[config.mk]
export PLATFORM = sky130hd
export DESIGN_NAME = fall_token_stream_recognizer
export DESIGN_NICKNAME = d
export VERILOG_FILES = /design/src/rtl/core/fsr_pkg.sv /design/src/rtl/core/fsr_scan.sv /design/src/rtl/core/fsr_line.sv /design/src/rtl/core/fsr_queue.sv /design/src/rtl/core/fall_token_stream_recognizer.sv
export SDC_FILE = /design/constraint.sdc
export NUM_CORES = 1
export LEC_CHECK = 0
export BUFFER_PORTS_ARGS = -buffer_cell sky130_fd_sc_hd__buf_2
export CORE_MARGIN = 2
export CORE_UTILIZATION = 56
export DETAILED_ROUTE_END_ITERATION = 8
export PLACE_DENSITY_LB_ADDON = 0.3
export SYNTH_ARGS = -nofsm -noshare
export SYNTH_HDL_FRONTEND = slang
export SYNTH_HIERARCHICAL = 1
export SYNTH_SLANG_ARGS = --single-unit
[constraint.sdc]
create_clock -name clock -period 11.84 [get_ports clock]
set_input_delay 1.184 -clock clock [delete_from_list [all_inputs] [get_ports clock]]
set_output_delay 1.184 -clock clock [all_outputs]
set_load 0.05 [all_outputs]
[src/rtl/core/fsr_pkg.sv]
// shared types, constants and compare functions for the fall token stream recognizer
`timescale 1ns / 1ps

package fsr_pkg;

   localparam int LINE_LIMIT = 256;
   localparam int COUNT_WIDTH = 32;
   localparam int HIST_DEPTH = 10;
   localparam int WIN_DEPTH = HIST_DEPTH + 1;
   localparam int HEAD_DEPTH = 11;
   localparam int HEAD_IDX_W = $clog2(HEAD_DEPTH);
   localparam int LINE_CNT_W = $clog2(LINE_LIMIT);
   localparam int OUT_COUNT_W = 32;
   localparam int Q_DEPTH = 4;
   localparam int Q_PTR_W = $clog2(Q_DEPTH);
   localparam int Q_CNT_W = $clog2(Q_DEPTH + 1);

   localparam logic [7:0] CHAR_LF = 8'h0A;
   localparam logic [7:0] CHAR_CR = 8'h0D;
   localparam logic [7:0] CHAR_SPACE = 8'h20;
   localparam logic [7:0] CHAR_TAB = 8'h09;
   localparam logic [7:0] CHAR_NUL = 8'h00;

   typedef logic [WIN_DEPTH-1:0][7:0] win_type;
   typedef logic [HIST_DEPTH-1:0][7:0] hist_type;
   typedef logic [HEAD_DEPTH-1:0][7:0] head_type;

   // device tag that opens every stream marker
   localparam logic [31:0] MARK_PREFIX = 32'h4B32_3330;

   // tokens right aligned, newest character in byte 0
   localparam win_type TOK_PFX_NOFALL = {MARK_PREFIX, ",NOFALL"};
   localparam win_type TOK_PFX_NORMAL = {MARK_PREFIX, ",NORMAL"};
   localparam win_type TOK_PFX_ZERO = 88'({MARK_PREFIX, ",0"});
   localparam win_type TOK_PFX_FALL = 88'({MARK_PREFIX, ",FALL"});
   localparam win_type TOK_PFX_ONE = 88'({MARK_PREFIX, ",1"});
   localparam win_type TOK_NOFALL = 88'("NOFALL");
   localparam win_type TOK_NORMAL = 88'("NORMAL");
   localparam win_type TOK_FALL = 88'("FALL");
   localparam win_type TOK_ZERO = 88'("0");
   localparam win_type TOK_ONE = 88'("1");

   localparam int LEN_PFX_NOFALL = 11;
   localparam int LEN_PFX_NORMAL = 11;
   localparam int LEN_PFX_ZERO = 6;
   localparam int LEN_PFX_FALL = 9;
   localparam int LEN_PFX_ONE = 6;
   localparam int LEN_NOFALL = 6;
   localparam int LEN_NORMAL = 6;
   localparam int LEN_FALL = 4;
   localparam int LEN_ZERO = 1;
   localparam int LEN_ONE = 1;

   typedef enum logic [2:0] {
      EV_STREAM_NORMAL = 3'd0,
      EV_STREAM_FALL   = 3'd1,
      EV_LINE_NORMAL   = 3'd2,
      EV_LINE_FALL     = 3'd3,
      EV_LINE_UNKNOWN  = 3'd4,
      EV_LINE_TOO_LONG = 3'd5
   } event_kind_type;

   typedef struct packed {
      logic hit;
      logic fall;
   } scan_res_type;

   typedef struct packed {
      logic           emit;
      event_kind_type kind;
   } line_res_type;

   typedef struct packed {
      event_kind_type          kind;
      logic                    status_valid;
      logic                    fall_seen;
      logic [OUT_COUNT_W-1:0]  frame_total;
      logic [OUT_COUNT_W-1:0]  error_total;
      logic                    last_in_run;
   } result_type;

   typedef struct packed {
      logic [1:0] n;
      result_type w0;
      result_type w1;
   } push_type;

   function automatic logic [7:0] fold_up(input logic [7:0] c);
      logic [7:0] r;
      r = c;
      if (c >= 8'h61 && c <= 8'h7A) begin
         r = c - 8'h20;
      end
      return r;
   endfunction

   function automatic logic is_kept(input logic [7:0] u);
      return (u >= 8'h41 && u <= 8'h5A) || (u >= 8'h30 && u <= 8'h39) ||
             u == 8'h2C || u == 8'h3A || u == 8'h5F || u == 8'h2D;
   endfunction

   // window ends with token of length n
   function automatic logic tail_match(input win_type win, input win_type tok, input int n);
      logic ok;
      ok = 1'b1;
      for (int i = 0; i < WIN_DEPTH; i++) begin
         if (i < n && win[i] != tok[i]) begin
            ok = 1'b0;
         end
      end
      return ok;
   endfunction

   // case-insensitive equality of head[0..len) with token of length n
   function automatic logic head_match(input head_type head, input logic [LINE_CNT_W-1:0] len,
                                       input win_type tok, input int n);
      logic ok;
      ok = (len == LINE_CNT_W'(n));
      for (int i = 0; i < HEAD_DEPTH; i++) begin
         if (i < n) begin
            if (fold_up(head[i]) != tok[n-1-i]) begin
               ok = 1'b0;
            end
         end
      end
      return ok;
   endfunction

endpackage

[src/rtl/core/fsr_scan.sv]
// stream scanner: history of kept characters and marker compare
`timescale 1ns / 1ps

module fsr_scan (
   input  logic                 clock,
   input  logic                 reset,
   input  logic                 take,
   input  logic [7:0]           rx_byte,
   output fsr_pkg::scan_res_type scan_res
);
   import fsr_pkg::*;

   hist_type hist_ff;
   hist_type hist_in;
   logic [7:0] u;
   logic kept;
   win_type win;
   logic norm_hit;
   logic fall_hit;

   always_comb begin
      u = fold_up(rx_byte);
      kept = is_kept(u);
      win = {hist_ff, u};
      norm_hit = tail_match(win, TOK_PFX_NOFALL, LEN_PFX_NOFALL) ||
                 tail_match(win, TOK_PFX_NORMAL, LEN_PFX_NORMAL) ||
                 tail_match(win, TOK_PFX_ZERO, LEN_PFX_ZERO);
      fall_hit = tail_match(win, TOK_PFX_FALL, LEN_PFX_FALL) ||
                 tail_match(win, TOK_PFX_ONE, LEN_PFX_ONE);
      scan_res.hit = kept && (norm_hit || fall_hit);
      scan_res.fall = !norm_hit;
      hist_in = hist_ff;
      if (take && kept) begin
         if (norm_hit || fall_hit) begin
            hist_in = '0;
         end else begin
            hist_in = {hist_ff[HIST_DEPTH-2:0], u};
         end
      end
   end

   always_ff @(posedge clock) begin
      if (reset) begin
         hist_ff <= '0;
      end else begin
         hist_ff <= hist_in;
      end
   end

endmodule

[src/rtl/core/fsr_line.sv]
// line parser: line bookkeeping, head store and token compare
`timescale 1ns / 1ps

module fsr_line (
   input  logic                 clock,
   input  logic                 reset,
   input  logic                 take,
   input  logic [7:0]           rx_byte,
   output fsr_pkg::line_res_type line_res
);
   import fsr_pkg::*;

   logic [LINE_CNT_W-1:0] line_count_ff, line_count_in;
   logic [LINE_CNT_W-1:0] text_length_ff, text_length_in;
   logic [LINE_CNT_W-1:0] nonblank_end_ff, nonblank_end_in;
   logic zero_seen_ff, zero_seen_in;
   head_type head_ff;

   logic is_lf;
   logic is_cr;
   logic room;
   logic norm_hit;
   logic fall_hit;
   logic head_wr;

   always_comb begin
      is_lf = (rx_byte == CHAR_LF);
      is_cr = (rx_byte == CHAR_CR);
      room = line_count_ff < LINE_CNT_W'(LINE_LIMIT - 1);
      norm_hit = head_match(head_ff, nonblank_end_ff, TOK_PFX_NOFALL, LEN_PFX_NOFALL) ||
                 head_match(head_ff, nonblank_end_ff, TOK_NOFALL, LEN_NOFALL) ||
                 head_match(head_ff, nonblank_end_ff, TOK_PFX_NORMAL, LEN_PFX_NORMAL) ||
                 head_match(head_ff, nonblank_end_ff, TOK_NORMAL, LEN_NORMAL) ||
                 head_match(head_ff, nonblank_end_ff, TOK_ZERO, LEN_ZERO);
      fall_hit = head_match(head_ff, nonblank_end_ff, TOK_PFX_FALL, LEN_PFX_FALL) ||
                 head_match(head_ff, nonblank_end_ff, TOK_FALL, LEN_FALL) ||
                 head_match(head_ff, nonblank_end_ff, TOK_ONE, LEN_ONE);

      if (is_lf) begin
         line_res.emit = (text_length_ff != '0);
         if (norm_hit) begin
            line_res.kind = EV_LINE_NORMAL;
         end else if (fall_hit) begin
            line_res.kind = EV_LINE_FALL;
         end else begin
            line_res.kind = EV_LINE_UNKNOWN;
         end
      end else begin
         line_res.emit = !is_cr && !room;
         line_res.kind = EV_LINE_TOO_LONG;
      end

      line_count_in = line_count_ff;
      text_length_in = text_length_ff;
      nonblank_end_in = nonblank_end_ff;
      zero_seen_in = zero_seen_ff;
      head_wr = 1'b0;
      if (take && !is_cr) begin
         if (is_lf || !room) begin
            line_count_in = '0;
            text_length_in = '0;
            nonblank_end_in = '0;
            zero_seen_in = 1'b0;
         end else begin
            line_count_in = line_count_ff + 1'b1;
            if (rx_byte == CHAR_NUL) begin
               zero_seen_in = 1'b1;
            end else if (!zero_seen_ff) begin
               head_wr = text_length_ff < LINE_CNT_W'(HEAD_DEPTH);
               text_length_in = text_length_ff + 1'b1;
               if (rx_byte != CHAR_SPACE && rx_byte != CHAR_TAB) begin
                  nonblank_end_in = text_length_ff + 1'b1;
               end
            end
         end
      end
   end

   always_ff @(posedge clock) begin
      if (reset) begin
         line_count_ff <= '0;
         text_length_ff <= '0;
         nonblank_end_ff <= '0;
         zero_seen_ff <= 1'b0;
      end else begin
         line_count_ff <= line_count_in;
         text_length_ff <= text_length_in;
         nonblank_end_ff <= nonblank_end_in;
         zero_seen_ff <= zero_seen_in;
      end
   end

   always_ff @(posedge clock) begin
      if (head_wr) begin
         head_ff[text_length_ff[HEAD_IDX_W-1:0]] <= rx_byte;
      end
   end

endmodule

[src/rtl/core/fsr_queue.sv]
// result queue: takes up to two words per cycle, hands out one per cycle while out_ready is high
`timescale 1ns / 1ps

module fsr_queue (
   input  logic               clock,
   input  logic               reset,
   input  fsr_pkg::push_type  push,
   output logic               room,
   output logic               out_valid,
   input  logic               out_ready,
   output fsr_pkg::result_type out_word
);
   import fsr_pkg::*;

   result_type q_ff [Q_DEPTH];
   logic [Q_PTR_W-1:0] wr_ff, wr_in;
   logic [Q_PTR_W-1:0] rd_ff, rd_in;
   logic [Q_CNT_W-1:0] count_ff, count_in;
   logic [Q_PTR_W-1:0] wr_next;
   logic pop;

   always_comb begin
      room = count_ff <= Q_CNT_W'(Q_DEPTH - 2);
      out_valid = (count_ff != '0);
      out_word = q_ff[rd_ff];
      pop = out_valid && out_ready;
      wr_next = wr_ff + 1'b1;
      wr_in = wr_ff + Q_PTR_W'(push.n);
      rd_in = rd_ff + Q_PTR_W'(pop);
      count_in = count_ff + Q_CNT_W'(push.n) - Q_CNT_W'(pop);
   end

   always_ff @(posedge clock) begin
      if (reset) begin
         wr_ff <= '0;
         rd_ff <= '0;
         count_ff <= '0;
      end else begin
         wr_ff <= wr_in;
         rd_ff <= rd_in;
         count_ff <= count_in;
      end
   end

   always_ff @(posedge clock) begin
      if (push.n != 2'd0) begin
         q_ff[wr_ff] <= push.w0;
      end
      if (push.n == 2'd2) begin
         q_ff[wr_next] <= push.w1;
      end
   end

endmodule

[src/rtl/core/fall_token_stream_recognizer.sv]
// top level: status flags, counters and result assembly of the recognizer
// One received byte is taken per cycle while req_ready is high. The stream scanner and the
// line parser both look at the byte in the cycle it is accepted, and the status flags and
// counters settle in that same cycle. A byte gives zero, one or two result words (a stream hit
// first, then a line result) that go into a four-word result queue; rsp_valid is high from
// the cycle after a byte with a result word is taken. req_ready is high while the queue has
// two free words, so bytes flow at one per cycle as long as the result side takes words as
// fast as they come; the two words of one byte reach the result side one after the other.
`timescale 1ns / 1ps

module fall_token_stream_recognizer (
   input  logic        clock,
   input  logic        reset,
   input  logic        req_valid,
   output logic        req_ready,
   input  logic [7:0]  req_rx_byte,
   output logic        rsp_valid,
   input  logic        rsp_ready,
   output logic [2:0]  rsp_event_kind,
   output logic        rsp_status_valid,
   output logic        rsp_fall_seen,
   output logic [31:0] rsp_frame_total,
   output logic [31:0] rsp_error_total,
   output logic        rsp_last_in_run
);
   import fsr_pkg::*;

   logic valid_ff, valid_in;
   logic fall_ff, fall_in;
   logic [COUNT_WIDTH-1:0] frame_ff, frame_in;
   logic [COUNT_WIDTH-1:0] error_ff, error_in;

   logic take;
   scan_res_type scan_res;
   line_res_type line_res;
   push_type push;
   result_type out_word;
   result_type s_word;
   result_type l_word;
   logic s_hit;
   logic l_emit;
   logic line_ok;
   logic line_err;
   logic [COUNT_WIDTH-1:0] frame_p1;
   logic [COUNT_WIDTH-1:0] frame_p2;

   assign take = req_valid && req_ready;

   fsr_scan u_scan (
      .clock    (clock),
      .reset    (reset),
      .take     (take),
      .rx_byte  (req_rx_byte),
      .scan_res (scan_res)
   );

   fsr_line u_line (
      .clock    (clock),
      .reset    (reset),
      .take     (take),
      .rx_byte  (req_rx_byte),
      .line_res (line_res)
   );

   always_comb begin
      s_hit = scan_res.hit;
      l_emit = line_res.emit;
      line_ok = l_emit && (line_res.kind == EV_LINE_NORMAL || line_res.kind == EV_LINE_FALL);
      line_err = l_emit && !line_ok;
      frame_p1 = frame_ff + 1'b1;
      frame_p2 = frame_ff + 2'd2;

      // stream word
      s_word.kind = scan_res.fall ? EV_STREAM_FALL : EV_STREAM_NORMAL;
      s_word.status_valid = 1'b1;
      s_word.fall_seen = scan_res.fall;
      s_word.frame_total = OUT_COUNT_W'(frame_p1);
      s_word.error_total = OUT_COUNT_W'(error_ff);
      s_word.last_in_run = !l_emit;

      // state after the whole byte, also shown on the line word
      valid_in = valid_ff || s_hit || line_ok;
      if (line_ok) begin
         fall_in = (line_res.kind == EV_LINE_FALL);
         frame_in = s_hit ? frame_p2 : frame_p1;
      end else begin
         fall_in = s_hit ? scan_res.fall : fall_ff;
         frame_in = s_hit ? frame_p1 : frame_ff;
      end
      error_in = line_err ? error_ff + 1'b1 : error_ff;

      l_word.kind = line_res.kind;
      l_word.status_valid = valid_in;
      l_word.fall_seen = fall_in;
      l_word.frame_total = OUT_COUNT_W'(frame_in);
      l_word.error_total = OUT_COUNT_W'(error_in);
      l_word.last_in_run = 1'b1;

      push.w0 = s_hit ? s_word : l_word;
      push.w1 = l_word;
      if (!take) begin
         push.n = 2'd0;
      end else begin
         push.n = 2'(s_hit) + 2'(l_emit);
      end
   end

   always_ff @(posedge clock) begin
      if (reset) begin
         valid_ff <= 1'b0;
         fall_ff <= 1'b0;
         frame_ff <= '0;
         error_ff <= '0;
      end else if (take) begin
         valid_ff <= valid_in;
         fall_ff <= fall_in;
         frame_ff <= frame_in;
         error_ff <= error_in;
      end
   end

   fsr_queue u_queue (
      .clock     (clock),
      .reset     (reset),
      .push      (push),
      .room      (req_ready),
      .out_valid (rsp_valid),
      .out_ready (rsp_ready),
      .out_word  (out_word)
   );

   assign rsp_event_kind = out_word.kind;
   assign rsp_status_valid = out_word.status_valid;
   assign rsp_fall_seen = out_word.fall_seen;
   assign rsp_frame_total = out_word.frame_total;
   assign rsp_error_total = out_word.error_total;
   assign rsp_last_in_run = out_word.last_in_run;

endmodule

==> impl_metrics.py, run 1 <==
metrics = {
    "global_routing": {
        "grt_pass1_vias": 18200,
        "grt_pass1_wl_microns": 100000,
        "grt_max_degree": 71,
        "grt_remaining_overflow": 0,
        "grt_antenna_before_repair": 4,
        "track_usage_pct": 25.0,
    },
    "worst_setup_path": {
        "reg2reg_depth": 12,
        "startpoint_type": "input pin",
        "r2r_slack_ns": 6.05,
        "cp.arrival_ns": 6.21,
        "r2r-start": "u_scan/hist_ff[73]",
        "startpoint": "req_rx_byte[5]",
        "critical_path_class": "in -> reg",
        "worstReg2RegEnd": "u_queue/q_ff[3][20]",
        "end_kind": "register",
        "cp_max_fo": 44,
        "required_ns": 12.07,
    },
    "cts": {
        "clock_path_buffers": 3,
        "clkTransAtPathRegs_ns": 0.06,
        "post_cts_resize_count": 0,
        "cts-root-buf": "clkbuf_16",
        "holdBufCountCts": 0,
        "cts_setup_buffers": 0,
        "clock_latency_ns": 0.63,
        "clkSinkCount": 546,
        "cts_tree": "done",
        "htreeDepth": 2,
        "cts_buffers": 57,
    },
    "logic_synthesis": {
        "synth_area_leader_cell": "edfxtp_1",
        "synth_seq_cells": 546,
        "synthCells": 2160,
        "seq_area_frac_synth_pct": 52.7,
        "ys.warnings.count": 6,
        "yosysTopAreaCellShare_pct": 39.8,
        "syn_area_per_cell_sq_um": 12.8,
        "synth_flop_cell": "edfxtp_1",
        "synthDistinctLibCells": 95,
        "synth_edf_count": 368,
        "async_reset_ff_share_pct": 0,
        "synth_area_sq_um": 27700,
        "yosys-top-cells-area": "edfxtp_1 40%, dfxtp_1 13%, mux2_2 11%, mux4_2 5.7%, xor2_1 3.0%",
    },
    "finish": {
        "layout-drive-gt1-share_pct": 26.6,
        "fin_nets": 2214,
        "multi_input_area_sq_um": 12100,
        "area_growth_pct": 8.86,
        "regArea_sq_um": 14600,
        "final_cell_area_sq_um": 30200,
        "fillers": 3752,
        "final_cells": 2892,
    },
    "sta": {
        "hold_violations": 0,
        "fmax_mhz": 167,
        "hold_slack_ns": 0.469,
        "setup_violations": 0,
        "relSlewSlack_pct": 19.1,
        "fin_ws_ns": 5.87,
        "slew_violations": 0,
        "tightestPinTransition_ns": 1.21,
        "rsz0062_at_grt": "no",
        "finalCritPeriodShare_pct": 50.4,
        "fin_skew_ns": 0.0279,
        "fin_tns_setup_ns": 0,
        "period_needed_ns": 5.97,
    },
    "routing": {
        "highest_layer": "met5",
        "drt_wl_total_microns": 63800,
        "met1_length_microns": 27600,
        "drt-pass1-iter-count": 7,
        "ant_nets": 0,
        "vias_per_cell": 6.24,
        "wl_met2_microns": 30800,
        "drc": 0,
        "wl_met3_microns": 3400,
        "routedWlPerCell_microns": 22.1,
        "vias": 18000,
        "drtIter0Drc": 1599,
    },
    "min_path": {
        "holdPathEnd": "u_scan/hist_ff[73]",
        "hold_class": "reg -> reg",
        "holdPathStages": 1,
        "worstHoldStart": "u_scan/hist_ff[73]",
    },
    "power": {
        "leakage_uw": 0.0115,
        "vdd_drop_max_mv": 0.115,
        "p_per_area_nw_per_um2": 138,
    },
    "floorplan": {
        "die_h_microns": 227,
        "die_w_microns": 227,
        "initial_utilization_pct": 56.7,
        "core_area_sq_um": 49000,
        "die_area_sq_um": 51300,
        "rows": 81,
        "io-pin-count": 84,
    },
    "placed_design": {
        "dp_hpwl_microns": 39400,
        "dp_slack_ns": 5.24,
        "placed_area_sq_um": 28300,
        "gp_congestion": 0.902,
        "place_inst": 2782,
        "portBuffers": 83,
    },
    "run": {
        "max_cap_viol_count": 0,
    },
    "run_status": {
        "status": "finished clean",
    },
}
-- routing by layer --
layer | vias to the layer above | track usage (%)
met1 | 9123 | 33.6
met3 | 129 | 3.82
met4 | 4 | 9.23
li1 | 8283 | -
met5 | - | 0
met2 | 495 | 41.1
-- cells in the final DEF, fill, tap and decap left out, types with 10 or more instances in the layout --
cell	synthesis	final
or4_1	18	18
o21ai_1	12	12
nor2_1	155	153
o21ai_0	26	24
nand2_1	78	78
nand4b_1	10	10
mux4_2	70	70
ha_1	24	24
buf_2	41	82
inv_1	41	41
or3_1	31	31
xor2_1	96	96
nor4b_1	14	14
edfxtp_1	368	368
a22o_1	70	70
a21oi_1	61	60
buf_4	9	22
mux2i_1	14	14
or2_2	11	11
mux2_2	281	281
clkbuf_16	0	60
xnor2_1	73	73
nor4bb_1	20	18
nand3_1	41	41
nor2b_1	11	11
o31ai_1	12	12
nand4_1	38	38
and2_1	17	17
clkbuf_1	63	17
dfxtp_1	178	176
nor3_1	55	54
nor4_1	44	44
and3_1	20	20
clkinv_2	0	14
-- synthesized netlist by cell type (all sizes together), types with 4 or more instances --
cell type	instances
edfxtp	368
nor4	46
inv	41
and4	9
nor3b	5
a22o	70
and4b	5
nand4b	10
mux2i	14
maj3	4
nor4b	15
nand4	41
o21ai	38
mux4	70
xor2	96
nand2b	9
and2	18
xnor2	73
or4	20
or3	33
and3	20
a31o	4
a21oi	62
nor3	56
dfxtp	178
nor4bb	20
mux2	287
bufbuf	4
nor2	156
ha	24
or2	11
nor2b	11
buf	77
nand3b	5
clkbuf	67
a2111oi	4
nand3	41
nand2	79
o31ai	12
-- cell families (layout without fill, tap and decap cells) --
family,count (synthesis),in the layout,share of synthesized area (%)
other,1,6,0.0135
xor gates and xnor gates,171,171,5.50
muxes,371,371,17.8
AOI/OAI and AO/OA,231,231,6.07
and+or+nand+nor,620,620,12.7
buffers and inverters,191,254,3.90
adders and majority gates,29,29,1.30
DFF,546,546,52.7
-- state kept, by name, indices dropped and copies added, names as in the netlist, 3 cells and up --
signal,count
error_ff,32
u_line/text_length_ff,8
u_line/line_count_ff,8
frame_ff,32
u_line/head_ff,88
u_queue/q_ff,280
u_scan/hist_ff,80
u_queue/count_ff,3
u_line/nonblank_end_ff,8
-- power by group --
group          leakage, uW  switching, uW  internal (uW)  total, uW
Combinational      0.00520            200            117        317
Sequential         0.00541           53.4           2040       2090
Clock             0.000920            751           1020       1770
Total               0.0115           1000           3170       4180
-- per-stage QoR --
step                      utilization, %  power (uW)
after floorplan                        -        2360
after global placement              57.9        2440
after detailed placement            57.9        2450
after CTS                           61.7        4210
after global routing                61.7        4310
final                               61.7        4180
-- worst max-delay path, stage by stage --
cell	delay, ns
buf_2	0.38
inv_1	0.13
ha_1	0.35
or2_2	0.33
a2111oi_4	0.36
o21ai_1	0.20
o21ai_4	0.12
buf_4	0.47
ha_1	0.24
inv_1	0.09
nor2_1	0.46
mux2i_1	0.29
nor2_4	0.78
buf_4	0.72
-- worst max-delay path by stage --
stage	end	slack, ns
detailed placement	u_queue/q_ff[3][17]	5.24
global route	u_queue/q_ff[3][20]	5.46
floorplan	u_queue/q_ff[0][0]	2.94
global placement	u_queue/q_ff[3][20]	5.42
CTS	u_queue/q_ff[3][20]	5.90
finish	u_queue/q_ff[3][20]	5.87
-- final cells by class --
class                      count  area share (%)
clock inverter                24           0.642
timing repair buffer         104            1.91
inverter                      42           0.522
multi-input combinational   1426            40.2
tap                          664            2.75
clock buffer                  84            5.50
antenna                        2          0.0166
sequential                   546            48.4
(Power assumes the default switching activity.)
==> run 2, diff against run 1 <==
==> constraint.sdc (replaced) <==
create_clock -name clock -period 5.2 [get_ports clock]
set_input_delay 0.52 -clock clock [delete_from_list [all_inputs] [get_ports clock]]
set_output_delay 0.52 -clock clock [all_outputs]
set_load 0.05 [all_outputs]
==> run 2 against run 1 <==
Effect of this change:
- clock skew grew 0.00054 ns
- critical path type is now reg -> reg
- total power grew 130%
- sequential power grew 130%
- non-clock buffer count grew 35
- utilization grew 0.62 points
- largest power group unchanged
- die area is the same
- cell area grew 1.0%
- final cell count grew 0.93%
- via count grew 0.37%
- routed wire length grew 3.6%
- largest cell class unchanged
==> impl_metrics.py, run 2 (synthesis results as in run 1) <==
metrics = {
    "sta": {
        "finalCritPeriodShare_pct": 94.7,
        "hold_slack_ns": 0.265,
        "setup_violations": 0,
        "hold_violations": 0,
        "period_needed_ns": 4.92,
        "slew_violations": 0,
        "fmax_mhz": 203,
        "rsz0062_at_grt": "no",
        "fin_tns_setup_ns": 0,
        "tightestPinTransition_ns": 0.951,
        "fin_skew_ns": 0.0284,
        "relSlewSlack_pct": 35.0,
    },
    "global_routing": {
        "grt.busiest_layer": "met2",
        "grt_use_met1_pct": 35.2,
        "track_usage_pct": 25.8,
        "grt_pass1_wl_microns": 103000,
        "grt_remaining_overflow": 0,
        "grt_pass1_vias": 18200,
        "grt_max_degree": 71,
        "grt_antenna_before_repair": 0,
        "use_met2_pct": 43.7,
        "grtUsageMet3_pct": 3.36,
    },
    "finish": {
        "layout-drive-gt1-share_pct": 27.5,
        "final_cell_area_sq_um": 30500,
        "largest_register_ffs": 280,
        "multi_input_area_sq_um": 12200,
        "fillers": 3743,
        "regArea_sq_um": 14600,
        "diodes": 0,
        "regMostFlops": "u_queue/q_ff",
        "mostFrequentLayoutCells": "368 x edfxtp_1, 281 x mux2_2, 176 x dfxtp_1",
        "area_growth_pct": 9.96,
        "fin_nets": 2247,
        "final_common_cell": "edfxtp_1",
    },
    "worst_setup_path": {
        "cp_common_cell": "buf_4",
        "required_ns": 5.54,
        "critPathMaxStageDelay_ns": 0.57,
        "reg2reg_depth": 15,
        "startpoint_type": "register",
        "worstReg2RegEnd": "u_queue/q_ff[1][62]",
        "critical_path_class": "reg -> reg",
        "end_kind": "register",
        "crit_slowest_cell": "or3_1",
        "r2r-start": "u_line/head_ff[30]",
        "crit_family": "simple AND/OR/NAND/NOR gates",
        "r2r_slack_ns": 0.28,
        "cp_max_fo": 10,
        "path_cells": "inv_1 > ha_1 > or4_1 > a211o_1 > nor4_1 > buf_4 > a211oi_1 > o32ai_1 > buf_4 > and3b_1 > o211ai_1 > or3_1 > nor3_1 > xor2_1 > mux2_2",
        "cp.arrival_ns": 5.27,
        "crit_buf_inv": 3,
    },
    "placed_design": {
        "dp_hpwl_microns": 42000,
        "gp_congestion": 0.919,
        "placed_area_sq_um": 28700,
        "portBuffers": 83,
    },
    "min_path": {
        "hold_class": "in -> reg",
        "holdPathStages": 1,
        "holdPathEnd": "u_line/head_ff[0]",
        "worstHoldStart": "req_rx_byte[0]",
    },
    "cts": {
        "cts_buffers": 55,
        "cts_setup_buffers": 0,
        "holdBufCountCts": 0,
        "cts-root-buf": "clkbuf_16",
        "clock_path_buffers": 3,
        "clkSinkCount": 546,
        "clkTransAtPathRegs_ns": 0.07,
        "cts_tree": "done",
        "clock_latency_ns": 0.62,
        "htreeDepth": 2,
    },
    "routing": {
        "vias_per_cell": 6.20,
        "ant_nets": 0,
        "drt-pass1-iter-count": 5,
        "drt_wl_total_microns": 66100,
        "drc": 0,
        "vias": 18100,
        "drtIter0Drc": 1387,
        "routedWlPerCell_microns": 22.6,
    },
    "power": {
        "p_per_area_nw_per_um2": 311,
        "p_clk_share_pct": 41.9,
        "vdd_drop_max_mv": 0.242,
        "combPwrFrac_pct": 7.9,
        "leakage_uw": 0.0117,
        "switching_share_pct": 24.1,
        "p_sw_uw": 2280,
        "p_int_uw": 7200,
        "p_seq_share_pct": 50.2,
    },
    "floorplan": {
        "core_area_sq_um": 49000,
        "die_h_microns": 227,
        "initial_utilization_pct": 56.7,
        "io-pin-count": 84,
        "rows": 81,
        "die_w_microns": 227,
        "die_area_sq_um": 51300,
    },
    "run_status": {
        "status": "finished clean",
    },
    "run": {
        "max_cap_viol_count": 0,
    },
}
[run 2: layout make-up]
class / count / area share, %
clock buffers: 76 / 4.94
clock inverters: 26 / 0.915
multi-input cells: 1426 / 39.8
well taps: 664 / 2.72
inverters: 42 / 0.517
flip-flops and latches: 546 / 47.9
repair buffers: 139 / 3.12
[run 2: layer usage]
| layer | routed length, microns | vias to the layer above | part of all wire (%) |
|---|---|---|---|
| met4 | 1460 | 0 | 2.2 |
| li1 | - | 8328 | - |
| met2 | 32400 | 522 | 49 |
| met5 | 0 | - | 0 |
| met3 | 3180 | 99 | 4.8 |
| met1 | 29000 | 9151 | 44 |
[run 2: what timing repair did]
| item | CTS | global route |
|---|---|---|
| setup endpoints to repair | 0 | 8 |
| hold endpoints to repair | 0 | 0 |
| resized for setup | 0 | 1 |
[run 2: stage by stage]
stage	utilization (%)	total power, uW	cells	worst slack (ns)
3_3_place_gp	58.7	5590	2817	0.446
6_report	62.3	9480	2919	0.276
2_1_floorplan	-	5370	2163	-1.00
3_5_place_dp	58.7	5610	2817	0.279
4_1_cts	62.3	9560	2919	0.280
5_1_grt	62.3	9770	2919	0.0530
[run 2: worst max path at each step]
stage                  startpoint                   to  cells past startpoint  slack, ns
3_5_place_dp   u_line/head_ff[16]  u_queue/q_ff[0][26]                     14       0.28
3_3_place_gp   u_line/head_ff[30]  u_queue/q_ff[1][43]                     16       0.45
2_1_floorplan      req_rx_byte[6]   u_queue/q_ff[1][0]                     11       -1.0
4_1_cts        u_line/head_ff[16]  u_queue/q_ff[0][26]                     14       0.28
6_report       u_line/head_ff[30]  u_queue/q_ff[1][62]                     15       0.28
5_1_grt        u_line/head_ff[30]  u_queue/q_ff[1][49]                     15       0.05
[run 2: power by group through the flow]
stage | Clock [uW] | Sequential, uW | Combinational, uW
2_1_floorplan | 0 | 4760 | 606
3_3_place_gp | 0 | 4860 | 730
3_5_place_dp | 0 | 4860 | 745
4_1_cts | 4040 | 4770 | 751
5_1_grt | 4190 | 4780 | 796
6_report | 3970 | 4760 | 747
==> run 3, diff against run 2 <==
--- a/config.mk
+++ b/config.mk
@@ -6,10 +6,11 @@
 export NUM_CORES = 1
 export LEC_CHECK = 0
 export BUFFER_PORTS_ARGS = -buffer_cell sky130_fd_sc_hd__buf_2
+export CORE_ASPECT_RATIO = 0.9
 export CORE_MARGIN = 2
 export CORE_UTILIZATION = 56
 export DETAILED_ROUTE_END_ITERATION = 8
-export PLACE_DENSITY_LB_ADDON = 0.3
+export PLACE_DENSITY = 0.76
 export SYNTH_ARGS = -nofsm -noshare
 export SYNTH_HDL_FRONTEND = slang
 export SYNTH_HIERARCHICAL = 1
==> run 3 against run 2 <==
Effect of this change:
- utilization grew 0.25 points
- clock power grew 6.0%
- final cell count shrank 0.99%
- die area is essentially flat
- routed wire length shrank 1.7%
- global-route usage shrank 0.61 points
- critical path type unchanged
- largest power group unchanged
- highest routed layer unchanged
==> impl_metrics.py, run 3 (synthesis results as in run 1) <==
metrics = {
    "global_routing": {
        "grt_antenna_before_repair": 2,
        "grt_pass1_vias": 18400,
        "grt_max_degree": 73,
        "grt_pass1_wl_microns": 102000,
        "track_usage_pct": 25.2,
        "grtUsageMet3_pct": 3.42,
        "grt.busiest_layer": "met2",
        "use_met2_pct": 40.4,
        "grt_remaining_overflow": 0,
        "grt_use_met1_pct": 35.7,
    },
    "finish": {
        "largest_register_ffs": 280,
        "final_cell_area_sq_um": 30700,
        "diodes": 0,
        "fin_nets": 2249,
        "regMostFlops": "u_queue/q_ff",
        "mostFrequentLayoutCells": "368 x edfxtp_1, 281 x mux2_2, 176 x dfxtp_1",
        "fillers": 3631,
        "final_cells": 2890,
        "area_growth_pct": 10.6,
        "layout-drive-gt1-share_pct": 28.1,
        "final_common_cell": "edfxtp_1",
    },
    "sta": {
        "fin_tns_setup_ns": 0,
        "setup_violations": 0,
        "slew_violations": 0,
        "finalCritPeriodShare_pct": 93.0,
        "tightestPinTransition_ns": 0.929,
        "rsz0062_at_grt": "no",
        "period_needed_ns": 4.84,
        "fmax_mhz": 207,
        "fin_skew_ns": 0.0175,
        "hold_violations": 0,
        "relSlewSlack_pct": 37.2,
    },
    "run_status": {
        "status": "finished clean",
    },
    "power": {
        "vdd_drop_max_mv": 0.272,
        "p_sw_uw": 2270,
        "p_seq_share_pct": 49.2,
        "leakage_uw": 0.0118,
        "p_int_uw": 7440,
        "switching_share_pct": 23.4,
        "p_clk_share_pct": 43.4,
        "combPwrFrac_pct": 7.4,
        "p_per_area_nw_per_um2": 317,
        "power_uw": 9720,
    },
    "worst_setup_path": {
        "required_ns": 5.55,
        "critical_path_class": "reg -> reg",
        "startpoint_type": "register",
        "cp.arrival_ns": 5.19,
        "cp_max_fo": 15,
        "end_kind": "register",
    },
    "floorplan": {
        "die_area_sq_um": 51300,
        "rows": 77,
        "initial_utilization_pct": 56.6,
        "core_area_sq_um": 49000,
        "die_w_microns": 239,
        "io-pin-count": 84,
        "die_h_microns": 215,
    },
    "routing": {
        "drt_wl_total_microns": 65000,
        "ant_nets": 0,
        "vias_per_cell": 6.33,
        "drc": 0,
        "drtIter0Drc": 1674,
        "routedWlPerCell_microns": 22.5,
        "vias": 18300,
        "drt-pass1-iter-count": 5,
    },
    "cts": {
        "holdBufCountCts": 0,
        "cts-root-buf": "clkbuf_16",
        "clock_latency_ns": 0.60,
        "clock_path_buffers": 3,
        "clkSinkCount": 546,
        "cts_buffers": 56,
        "cts_setup_buffers": 0,
        "post_cts_resize_count": 0,
        "htreeDepth": 2,
        "cts_tree": "done",
        "clkTransAtPathRegs_ns": 0.06,
    },
    "min_path": {
        "hold_class": "in -> reg",
    },
    "placed_design": {
        "gp_congestion": 0.947,
        "place_inst": 2786,
        "portBuffers": 83,
        "dp_hpwl_microns": 40800,
        "placed_area_sq_um": 28700,
    },
    "run": {
        "max_cap_viol_count": 0,
    },
}
run 3: changes by cell type in the layout (fill, tap and decap cells not counted), moves of 3 or more:
cell,change
clkinv_1,-4
clkbuf_8,+12
clkbuf_16,+4
buf_12,+3
clkinv_2,-5
clkbuf_1,-6
run 3: power groups by stage:
stage | combinational (uW) | sequential (uW) | clock [uW]
5_1_grt | 765 | 4800 | 4440
2_1_floorplan | 606 | 4760 | 0
3_3_place_gp | 704 | 4870 | 0
4_1_cts | 721 | 4780 | 4260
3_5_place_dp | 716 | 4880 | 0
6_report | 718 | 4780 | 4210
run 3: final timing paths:
kind / start / to / slack, ns / cells past startpoint
max: u_line/head_ff[25] / u_queue/q_ff[0][30] / 0.36 / 14
min: req_rx_byte[7] / u_line/head_ff[7] / 0.33 / 1
max reg2reg: u_line/head_ff[25] / u_queue/q_ff[0][30] / 0.36 / 14
min reg2reg: u_scan/hist_ff[75] / u_scan/hist_ff[75] / 0.47 / 1
run 3: per-layer routing:
metal / wire length [microns] / vias up
li1: - / 8344
met1: 28900 / 9129
met2: 30400 / 684
met3: 3940 / 125
met4: 1650 / 0
met5: 0 / -
run 3: worst max-delay path, stage by stage (launching register included):
cell and delay (ns):
edfxtp_1 0.43, or4_1 0.59, o21ai_1 0.28, or4_1 0.17, a211o_1 0.18, nor4_1 0.08, buf_4 0.15, a211oi_1 0.23
o32a_2 0.36, nand2b_1 0.35, nand4_1 0.23, or4_1 0.82, nor3_1 0.28, xor2_1 0.15, mux2_2 0.29
run 3: stage by stage:
step           hold slack, ns  util, %  worst slack [ns]
4_1_cts                 0.293     62.6             0.256
6_report                0.326     62.6             0.364
5_1_grt                 0.318     62.6            0.0671
2_1_floorplan           0.433        -             -1.00
3_5_place_dp            0.448     58.6             0.298
3_3_place_gp            0.450     58.6             0.435
run 3: cell type report:
class	count	area, sq um	share of cell area (%)
flip-flops and latches	546	14600	47.7
well taps	632	791	2.58
repair buffers	140	996	3.25
multi-input cells	1426	12200	39.6
inverters	42	158	0.514
clock buffers	88	1770	5.76
clock inverters	16	191	0.624
